$ cat src/boxds_pkg.sv
// ----------------------------------------------------------------------------
// boxds_pkg
// Shared widths, register indexes, reset values, reciprocal table and the
// item type passed from the front end to the accumulate/divide back end.
// ----------------------------------------------------------------------------
package boxds_pkg;

  // Register indexes on the configuration port
  localparam int CFG_IDX_W = 2;
  localparam logic [CFG_IDX_W-1:0] CFG_SRC_WIDTH   = 2'd0;
  localparam logic [CFG_IDX_W-1:0] CFG_SRC_HEIGHT  = 2'd1;
  localparam logic [CFG_IDX_W-1:0] CFG_FACTOR      = 2'd2;
  localparam logic [CFG_IDX_W-1:0] CFG_THREE_CHAN  = 2'd3;

  localparam int CFG_DATA_W = 13;
  localparam int DIM_W      = 13;   // source width / height register
  localparam int FAC_W      = 5;    // factor register
  localparam int CNT_W      = 12;   // pixel position counters
  localparam int BLK_W      = 4;    // position inside a block
  localparam int PIX_W      = 8;
  localparam int SUM_W      = 16;
  localparam int NCHAN      = 3;

  localparam int MAX_OUT_COLS_DEF = 2048;
  localparam int MAX_FACTOR       = 16;
  localparam int MIN_FACTOR       = 2;
  localparam int SRC_MAX          = 4096;

  // Reset register values and the quotients that follow from them
  localparam int RST_SRC_WIDTH  = 64;
  localparam int RST_SRC_HEIGHT = 64;
  localparam int RST_FACTOR     = 2;
  localparam int RST_OUT_COLS   = RST_SRC_WIDTH / RST_FACTOR;
  localparam int RST_OUT_ROWS   = RST_SRC_HEIGHT / RST_FACTOR;

  // Iterative divider for the derived geometry
  localparam int DIV_STEPS = DIM_W;
  localparam int STEP_W    = 4;

  // sum / (f*f) == (sum * ceil(2^REC_SHIFT / (f*f))) >> REC_SHIFT for 16-bit sums
  localparam int REC_SHIFT = 25;
  localparam int REC_W     = 24;
  localparam int PROD_W    = SUM_W + REC_W;

  localparam int QUEUE_DEPTH = 4;
  localparam int QPTR_W      = 2;

  typedef struct packed {
    logic [CNT_W-1:0]            col;    // output column
    logic                        fresh;  // first pixel of a block
    logic                        emit;   // last pixel of a block
    logic                        fend;   // last output of the frame
    logic [NCHAN-1:0][PIX_W-1:0] px;     // [0] first channel
  } item_t;

  function automatic logic [REC_W-1:0] recip(input logic [FAC_W-1:0] f);
    logic [REC_W-1:0] r;
    case (f)
      5'd2:    r = 24'd8388608;
      5'd3:    r = 24'd3728271;
      5'd4:    r = 24'd2097152;
      5'd5:    r = 24'd1342178;
      5'd6:    r = 24'd932068;
      5'd7:    r = 24'd684785;
      5'd8:    r = 24'd524288;
      5'd9:    r = 24'd414253;
      5'd10:   r = 24'd335545;
      5'd11:   r = 24'd277310;
      5'd12:   r = 24'd233017;
      5'd13:   r = 24'd198547;
      5'd14:   r = 24'd171197;
      5'd15:   r = 24'd149131;
      5'd16:   r = 24'd131072;
      default: r = 24'd8388608;
    endcase
    return r;
  endfunction

endpackage

$ cat src/boxds_queue.sv
// ----------------------------------------------------------------------------
// boxds_queue
// Short FIFO of classified pixels between the front end and the back end.
// ----------------------------------------------------------------------------
module boxds_queue (
  input  logic             clk_i,
  input  logic             rst_ni,
  input  logic             push_i,
  input  boxds_pkg::item_t item_i,
  output logic             full_o,
  input  logic             pop_i,
  output logic             valid_o,
  output boxds_pkg::item_t item_o
);

  localparam int PW = boxds_pkg::QPTR_W;
  localparam int D  = boxds_pkg::QUEUE_DEPTH;

  boxds_pkg::item_t buf_q [D];
  logic [PW-1:0] wr_ptr_q, rd_ptr_q;
  logic [PW:0]   cnt_q;
  logic          do_push, do_pop;

  assign full_o  = (cnt_q == (PW+1)'(D));
  assign valid_o = (cnt_q != '0);
  assign item_o  = buf_q[rd_ptr_q];
  assign do_push = push_i && !full_o;
  assign do_pop  = pop_i && valid_o;

  always_ff @(posedge clk_i or negedge rst_ni) begin
    if (!rst_ni) begin
      wr_ptr_q <= '0;
      rd_ptr_q <= '0;
      cnt_q    <= '0;
    end else begin
      if (do_push) wr_ptr_q <= wr_ptr_q + PW'(1);
      if (do_pop)  rd_ptr_q <= rd_ptr_q + PW'(1);
      case ({do_push, do_pop})
        2'b10:   cnt_q <= cnt_q + (PW+1)'(1);
        2'b01:   cnt_q <= cnt_q - (PW+1)'(1);
        default: cnt_q <= cnt_q;
      endcase
    end
  end

  always_ff @(posedge clk_i) begin
    if (do_push) buf_q[wr_ptr_q] <= item_i;
  end

endmodule

$ cat config.mk
export PLATFORM = sky130hd
export DESIGN_NAME = boxds_queue
export DESIGN_NICKNAME = d
export VERILOG_FILES = /design/src/boxds_pkg.sv /design/src/boxds_queue.sv
export SDC_FILE = /design/constraint.sdc
export NUM_CORES = 1
export LEC_CHECK = 0
export ABC_CLOCK_PERIOD_IN_PS = 2600
export BUFFER_PORTS_ARGS = -buffer_cell sky130_fd_sc_hd__buf_4
export CAP_MARGIN = 15
export CORE_ASPECT_RATIO = 1.4
export CORE_MARGIN = 1
export CORE_UTILIZATION = 57
export DETAILED_ROUTE_END_ITERATION = 8
export PLACE_DENSITY = 0.87
export REMOVE_ABC_BUFFERS = 1
export SETUP_SLACK_MARGIN = 0.4
export SLEW_MARGIN = 20
export SYNTH_ARGS = -nofsm -noshare
export SYNTH_HDL_FRONTEND = slang
export SYNTH_SLANG_ARGS = --single-unit
$ cat constraint.sdc
create_clock -name clk_i -period 2.6 [get_ports clk_i]
set_input_delay 0.52 -clock clk_i [delete_from_list [all_inputs] [get_ports clk_i]]
set_output_delay 0.52 -clock clk_i [all_outputs]
set_load 0.05 [all_outputs]
; After elaboration in Yosys (flattened, before gate mapping)
; Memories as Yosys holds them, arrays and structs flattened.
; Cells that the tools add are included.
[op_classes]
addsub = 4
eq_ne = 3
mux = 3
n_reduce_logical = 5
[ops]
columns = op, n
row1 = $pmux W3 S2, 1
row2 = $add A2 B1 Y2 const B, 2
row3 = $add A3 B1 Y3 const B, 1
row4 = $eq A3 B3 Y1 const B, 1
row5 = $reduce_bool A3 Y1, 1
row6 = $sub A3 B1 Y3 const B, 1
row7 = $eq A2 B1 Y1 const B, 1
row8 = $eq A2 B2 Y1 const B, 1
row9 = $logic_and A1 B1 Y1, 2
row10 = $mux W1, 2
row11 = $reduce_bool A2 Y1, 1
row12 = $logic_not A1 Y1, 1
[totals]
ff_bits = 7
ramBits = 156
input_bits = 43
out_inout_bits = 41
memories = 1
[mem_list]
columns = memory, words, word_bits, rd, rd_ports_with_merged_regs, wr, line_no
row1 = buf_q, 4, 39, 1, 0, 1, boxds_queue.sv:19  ; boxds_pkg::item_t buf_q [D];

; Depth between registers and ports, before layout
; Gate-level depths: netlist (run 1).
[logic_depth]
depth_word = 5
mapped_depth = 9
ltp_nobuf = 9

; Least setup slack after synthesis (run 1)
; No wires, ideal clock.
[synth_path]
kind = reg-to-reg
from = reg cnt_q[0]
to = reg cnt_q[2]
setup_time_ps = 79
t_arrival_ps = 2369
setup_slack_ps = 152
path_stages_with_launch = 10
path_cell_list = dfrtp_1 > nor3b_2 > nor2b_2 > inv_1 > ha_1 > inv_1 > fa_1 > xor2_1 > nor2_1 > xor2_1
[synth_via]
elab_chain_cells = 5
elab_cells_between_ends = 11
cone_classes = add/sub (2) / eq/ne (3) / mux (1) / reduce/logical (5)
[synth_lines]
columns = item, line_no
row1 = from (decl), boxds_queue.sv:21  ; logic [PW:0] cnt_q;
row2 = from (signal assigned), boxds_queue.sv:39  ; 2'b10: cnt_q <= cnt_q + (PW+1)'(1);
row3 = from (signal assigned), boxds_queue.sv:40  ; 2'b01: cnt_q <= cnt_q - (PW+1)'(1);
row4 = from (signal assigned), boxds_queue.sv:41  ; default: cnt_q <= cnt_q;
row5 = $eq A3 B3 Y1 (*), boxds_queue.sv:24  ; assign full_o = (cnt_q == (PW+1)'(D));
row6 = via full_o, boxds_queue.sv:10  ; output logic full_o,
row7 = $logic_not A1 Y1 (*), boxds_queue.sv:27  ; assign do_push = push_i && !full_o;
row8 = $logic_and A1 B1 Y1 (*), boxds_queue.sv:27
row9 = $eq A2 B1 Y1 / $eq A2 B2 Y1 (equally long branches), boxds_queue.sv:38  ; case ({do_push, do_pop})
row10 = $pmux W3 S2 / $reduce_bool A2 Y1 (equally long branches), -
; Mark *: on every way through the listed nets, which the timed path passes. The rest lies on a longest branch.
; A chain may end at the register's enable or synchronous reset.

==> results by group, run 1 <==
Timing
  • Max-slew violation count: 0
  • RSZ-0062 raised after global routing: yes
  • Final hold slack: about 300 ps
  • Worst slew pin tran: 473 ps
  • Final Hold Viols: 0
  • Worst Skew: between 6 and 7 ps
  • # setup viols final: 0
  • Period utilisation layout: just over 90%
  • Period minus WS final: roughly 2400 ps
  • Max frequency: about 420 MHz
  • Relative slew margins: between 60% and 70%
  • Worst setup margin: around 240 ps

Route
  • Vias: 2823
  • Iteration-0 DRC count of the detailed router: approximately 140
  • Vias/cell: ~5.5
  • DR pass1 iterations: 4
  • Antenna Nets Post-Route: 0
  • Total wire length: roughly 12000 um
  • DR WL/cell: about 23 um
  • DRC Markers: 0

Setup path
  • Crit-path max cell delay: roughly 550 ps
  • CP max-delay cell: mux4_2
  • Crit-path cells: buf_4 -> buf_12 -> mux4_2 -> buf_6
  • Critical Path RT: between 2000 and 2500 ps
  • Worst-path fanout max: 6
  • Setup crit end kind: output port
  • Worst setup startpoint: rd_ptr_q[0]
  • Crit Path Category: reg2out
  • Critical path depth: 4
  • Worst-case reg-to-reg path depth: 9
  • CP bufs+invs: 3
  • WP data arrival: roughly 1800 ps
  • Worst r2r src: cnt_q[1]
  • CP top delay family: multiplexers
  • Startpoint Class: register

Power
  • PwrDens: around 1400 nW/um^2
  • Sw Ratio: a little under two fifths
  • Flop pwr share: roughly a third
  • Clock Power Share: 20.8%
  • P_sw: 3.96 mW
  • Internal: roughly 6.7 mW
  • Peak supply drop: between 800 and 900 uV
  • Lkg Pwr: 2.76 nW
  • Combinational power share: around 45%

Placement
  • Setup slack at placement: 483 ps
  • DPL Wire Length: 6960 um
  • IO Port Bufs: between 80 and 90
  • GP Congestion: between 0.7 and 0.8

Final layout
  • Fraction of layout cells with a size suffix above 1: roughly half
  • # diodes: 0
  • FILL cells: around 550
  • Syn-to-layout area delta: 28.1%
  • Final nets: between 400 and 500

Synthesis
  • Yosys reg bits: about 160
  • Synth top area cells: edfxtp_1 77%, mux4_2 14%, dfrtp_1 2.9%
  • Register area share after synthesis: about four fifths
  • Cell area after synthesis: between 6000 and 7000 sq um
  • Synth warn: 0
  • Post-Synthesis Cells: about 240
  • Area leader, netlist: edfxtp_1
  • Post-synth top area share: about three quarters
  • Distinct cell type count after synthesis: 21
  • Avg Cell Area, Syn: ~25 sq um

Worst hold path
  • Worst hold stages: 1
  • Hold path start: item_i[3]
  • Hold Path Class: in2reg

Die
  • Die ar.: 11100 sq um
  • I/O pin total: 84
  • Die width: about 89 um
  • Initial core utilization: roughly three fifths
  • FP Rows: 44
  • Core ar.: approximately 10000 sq um
  • DIE HEIGHT: approximately 120 um

GRT
  • Number of global-route vias before repair: just over 3000
  • Largest net degree at the start of global routing: 26
  • All-Layer GR Usage: between 20% and 30%
  • Global-route wire length before repair: about 17000 um
  • Initial antenna violation count: 0
  • Grt total ovfl: 0

Clock tree
  • Max Root-Sink Buffers: 2
  • Num CTS Buffers: 17
  • Clock sink total: between 150 and 200
  • H-tree depth: 4
  • Worst skew pair latency: between 400 and 500 ps
  • CTS tree: built
  • Root buf cell: clkbuf_16
  • Clock transition at path regs: roughly 60 ps

Job
  • Max-Cap Viols: 0

Status
  • Status: finished clean
[routing by layer]
metal / global-route usage [%] / wire length (um) / vias up
met5: 0 / 0 / -
li1: - / - / 1251
met1: 26.1 / 4140 / 1460
met3: 5.04 / 477 / 18
met2: 39.2 / 6660 / 94
met4: 11.2 / 303 / 0
[cell usage in the layout, fill, tap and decap left out, types with 4 or more instances in the layout]
cell type   Yosys  layout
edfxtp_1      156     156
buf_4           0      57
mux4_2         38      39
buf_6           1      38
clkbuf_16       0      18
inv_1           6       6
clkinvlp_4      0       6
ha_1            5       5
buf_12          4       5
and2_2          0       4
dfrtp_1         7       4
buf_8           0       4
[stage by stage]
| step | std cells | setup TNS [ps] | cell area, sq um | utilization [%] | total power, mW |
|---|---|---|---|---|---|
| after floorplan | 232 | -15730 | 5990 | - | 6.53 |
| after global placement | 465 | 0 | 6950 | 66.8 | 7.72 |
| after detailed placement | 465 | 0 | 6950 | 66.8 | 7.82 |
| after CTS | 508 | 0 | 7760 | 74.6 | 10.6 |
| after global routing | 510 | 0 | 7820 | 75.1 | 11.0 |
| final | 510 | 0 | 7820 | 75.1 | 10.7 |
[flip-flops by register name, indices dropped and copies added (netlist names)]
| register | cells |
|---|---|
| buf_q | 156 |
| cnt_q | 3 |
| wr_ptr_q | 2 |
| rd_ptr_q | 2 |
[cells in the mapped netlist]
cell,number
and2_1,4
buf_12,4
buf_2,4
buf_6,1
dfrtp_1,7
edfxtp_1,156
fa_1,1
ha_1,5
inv_1,6
mux2_2,1
mux2i_1,1
mux4_1,1
mux4_2,38
nand2_1,1
nor2_1,1
nor2b_2,1
nor3b_2,1
o31a_1,1
or3_1,1
xnor2_1,3
xor2_1,3
[power groups by stage]
| stage | Clock, mW | Combinational (mW) | Sequential, mW |
|---|---|---|---|
| after floorplan | 0 | 2.67 | 3.86 |
| after global placement | 0 | 3.98 | 3.74 |
| after detailed placement | 0 | 4.04 | 3.79 |
| after CTS | 2.23 | 4.70 | 3.66 |
| after global routing | 2.34 | 4.99 | 3.72 |
| final | 2.22 | 4.78 | 3.67 |
[timing repair]
item / in CTS / in global routing
endpoints found under the setup margin: 39 / 40
cloned: 2 / 1
pin swaps: 0 / 1
hold buffers: 1 / 0
gates resized for setup: 44 / 6
buffers inserted: 8 / 1
endpoints found under the hold margin: 7 / 0
[cell type report]
cell class,instances,area [sq um],share of cell area [%]
inverters,6,22.5,0.288
clock buffers,17,425,5.44
multi-input cells,63,1110,14.2
repair buffers,108,1110,14.2
flip-flops and latches,163,4870,62.3
clock inverters,15,110,1.41
well taps,138,173,2.21
[logic make-up (layout without fill, tap and decap cells)]
kind of cell               count (synthesis)  count (layout)  synth area share [%]
AOI/OAI and AO/OA                          1               1                 0.144
adders and majority gates                  6               6                  1.35
xor gates and xnor gates                   6               6                 0.862
buffers and inverters                     15             146                  2.19
DFF                                      163             163                  79.7
muxes                                     41              41                  14.8
and+or+nand+nor                            9               9                 0.984
[worst reg2reg max path: cells and delay by family (launching register included)]
family | cells | cell delay (ps)
adder cells (fa/ha/maj) | 2 | 560
AND/OR/NAND/NOR | 3 | 530
flip-flops | 1 | 420
XOR/XNOR | 2 | 330
buffers and inverters | 2 | 140
[path summary, 6_finish.rpt]
| kind | endpoint | slack (ps) |
|---|---|---|
| setup / recovery | item_o[25] | 240 |
| setup reg to reg | cnt_q[2] | 550 |
| max in group asynchronous | rd_ptr_q[1] | 1970 |
| hold / removal | buf_q[0][3] | 300 |
| min in group asynchronous | cnt_q[1] | 480 |
| hold reg to reg | cnt_q[2] | 520 |
No activity file was read; power rests on OpenSTA's default activity.
==> inputs of run 2 (changes only) <==
CORE_MARGIN = unset   (was 1)
GPL_TIMING_DRIVEN = 0   (was unset)
PLACE_DENSITY = 0.76   (was 0.87)
==> run 2 against run 1 <==
  * Count of clock-buffer cells in the layout grew 1
  * Critical path depth did not move
  * Combinational power hardly changed
  * Fmax decreased by 0.45%
  * Setup slack worse by 11 ps
  * Via count decreased by 1.1%
  * Sequential share of layout area is 0.64 points lower
  * Non-clock buffer count decreased by 6
  * First-iteration DRC count up 15%
  * Wire length is 9.5% lower
  * Core utilization is 0.79 points higher
  * Total power is 2.6% higher
  * Critical endpoint is now item_o[22]
==> results by group, run 2 (synthesis results as in run 1) <==
Worst hold path
  • Worst hold path endpoint: buf_q[2][11]
  • Hold Path Class: in2reg
  • Worst hold stages: 1 (unchanged)
  • Hold path start: item_i[11]

Timing
  • Final Hold Viols: 0 (unchanged)
  • Worst slew pin tran: 440 ps (-32.9 ps)
  • Worst Skew: 9.55 ps (+3.43 ps)
  • Max frequency: 421 MHz (-0.45%)
  • Period utilisation layout: 91.4% (+0.41 points)
  • # setup viols final: 0 (unchanged)
  • RSZ-0062 raised after global routing: yes
  • Relative slew margins: 70.6% (+2.2 points)
  • Max-slew violation count: 0 (unchanged)
  • Period minus WS final: 2380 ps (+10.7 ps)

Setup path
  • Worst-path fanout max: 7 (+1)
  • Critical Path RT: 2080 ps (about the same)
  • Worst-case reg-to-reg path depth: 4 (-5)
  • Crit-path max cell delay: 510 ps (-40 ps)
  • Setup crit end kind: output port
  • CP top delay family: multiplexers
  • CP max-delay cell: mux4_2
  • WP data arrival: 1860 ps (+20 ps)
  • Crit-path cells: buf_4 -> buf_16 -> mux4_2 -> buf_6
  • Worst r2r src: cnt_q[2]
  • Crit Path Category: reg2out
  • CP bufs+invs: 3 (unchanged)
  • Startpoint Class: register
  • Capturing point of the worst reg2reg path: buf_q[2][27]
  • Reg-to-reg slack, setup: 580 ps (+30 ps)

GRT
  • Global-route wire length before repair: 16000 um (-6.4%)
  • All-Layer GR Usage: 21.1% (-1.6 points)
  • Initial antenna violation count: 0 (unchanged)
  • Grt total ovfl: 0 (unchanged)
  • Largest net degree at the start of global routing: 27 (+3.8%)
  • Number of global-route vias before repair: 2975 (-3.9%)

Route
  • Wl on met1: 3950 um (-4.6%)
  • Met2 WL post-DR: 5880 um (-12%)
  • Antenna Nets Post-Route: 0 (unchanged)
  • Vias: 2791 (-1.1%)
  • DRC Markers: 0 (unchanged)
  • Total wire length: 10500 um (-9.5%)
  • DR pass1 iterations: 4 (unchanged)
  • Metal3 WL: 549 um (+15%)
  • DR WL/cell: 20.8 um (-8.4%)
  • Vias/cell: 5.54 (about the same)
  • Iteration-0 DRC count of the detailed router: 166 (+15%)
  • Max layer used: met4

Final layout
  • # diodes: 0 (unchanged)
  • Max FFs per register: 156 (unchanged)
  • Final nets: 402 (-1.5%)
  • Area of the multi-input gates: 1110 sq um (+0.23%)
  • Register area: 4870 sq um (about the same)
  • Most common cell after layout, fill and taps aside: edfxtp_1
  • Biggest register: buf_q
  • Fraction of layout cells with a size suffix above 1: 49.2% (-0.82 points)
  • Util after Layout: 75.9% (+0.79 points)
  • Syn-to-layout area delta: 29.5%
  • Most frequent cells in the layout: 156 x edfxtp_1, 48 x buf_4, 39 x mux4_2, 39 x buf_6, 17 x clkbuf_16
  • FILL cells: 544 (-1.4%)
  • Largest regs: buf_q (156), cnt_q (3)

Clock tree
  • Worst skew pair latency: 410 ps (about the same)
  • Max Root-Sink Buffers: 2 (unchanged)
  • Root buf cell: clkbuf_16
  • CTS tree: built
  • Clock transition at path regs: 70 ps (about the same)
  • H-tree depth: 4 (unchanged)
  • Clock sink total: 163 (unchanged)
  • Num CTS Buffers: 17 (unchanged)

Die
  • Core ar.: 10400 sq um (unchanged)
  • Initial core utilization: 58.6% (unchanged)
  • FP Rows: 44 (unchanged)
  • I/O pin total: 84 (unchanged)
  • DIE HEIGHT: 124 um (unchanged)
  • Die width: 89.4 um (unchanged)
  • Die ar.: 11100 sq um (unchanged)

Status
  • Status: finished clean

Power
  • PwrDens: 1390 nW/um^2 (+1.6%)
  • Lkg Pwr: 2.80 nW (+1.3%)
  • Total power: 10.9 mW (+2.6%)
  • Peak supply drop: 834 uV (-5.9%)

Placement
  • IO Port Bufs: 83 (unchanged)
  • DPL Wire Length: 5930 um (-15%)
  • GP Congestion: 0.658 (-6.2%)

Job
  • Max-Cap Viols: 0 (unchanged)
## run 2: cell count changes in the layout (fill, tap and decap cells not counted), sizes merged
| cell | change |
|---|---|
| inv | +5 |
| bufbuf | -1 |
| clkinvlp | -5 |
| clkinv | -3 |
| bufinv | +2 |
| buf | -4 |
## run 2: report_power, final
group / switching (mW) / internal [mW]
clock: 1.04 / 1.45
combinational: 2.73 / 2.04
sequential: 0.211 / 3.49
## run 2: through the flow
stage | setup WS (ps) | hold WS, ps | instance area, sq um | setup TNS, ps | instances
2_1_floorplan | -541 | 224 | 5990 | -15730 | 232
3_3_place_gp | -1150 | 335 | 6790 | -100860 | 453
3_5_place_dp | 404 | 338 | 6950 | 0 | 459
4_1_cts | 213 | 285 | 7900 | 0 | 504
5_1_grt | 169 | 283 | 7900 | 0 | 504
6_report | 224 | 298 | 7900 | 0 | 504
## run 2: area by class of cell
type	instances	share of cell area, %
Inverter	6	0.285
Clock buffer	18	5.43
Clock inverter	14	2.14
Sequential cell	163	61.6
Timing Repair Buffer	102	14.3
Tap cell	138	2.19
Multi-Input combinational cell	63	14.1
## run 2: worst max-delay path by stage
| stage | slack (ps) | startpoint | depth (start not counted) | end |
|---|---|---|---|---|
| after detailed placement | 400 | rd_ptr_q[0] | 3 | item_o[2] |
| after floorplan | -540 | rd_ptr_q[0] | 1 | item_o[38] |
| final | 220 | rd_ptr_q[0] | 4 | item_o[22] |
| after global routing | 170 | rd_ptr_q[0] | 4 | item_o[8] |
| after CTS | 210 | rd_ptr_q[0] | 4 | item_o[2] |
| after global placement | -1150 | rd_ptr_q[0] | 2 | item_o[38] |
## run 2: timing repair
item                                    4_1_cts  5_1_grt
endpoints found under the setup margin       39       74
buffers inserted                              9        0
endpoints found under the hold margin         7        0
hold buffers                                  1        0
gates resized for setup                      52        2
gates cloned                                  3        0
## run 2: per-layer routing
layer / GRT usage [%] / vias to the layer above
li1: - / 1235
met1: 25.2 / 1450
met2: 35.7 / 95
met3: 6.76 / 11
met4: 7.00 / 0
met5: 0 / -
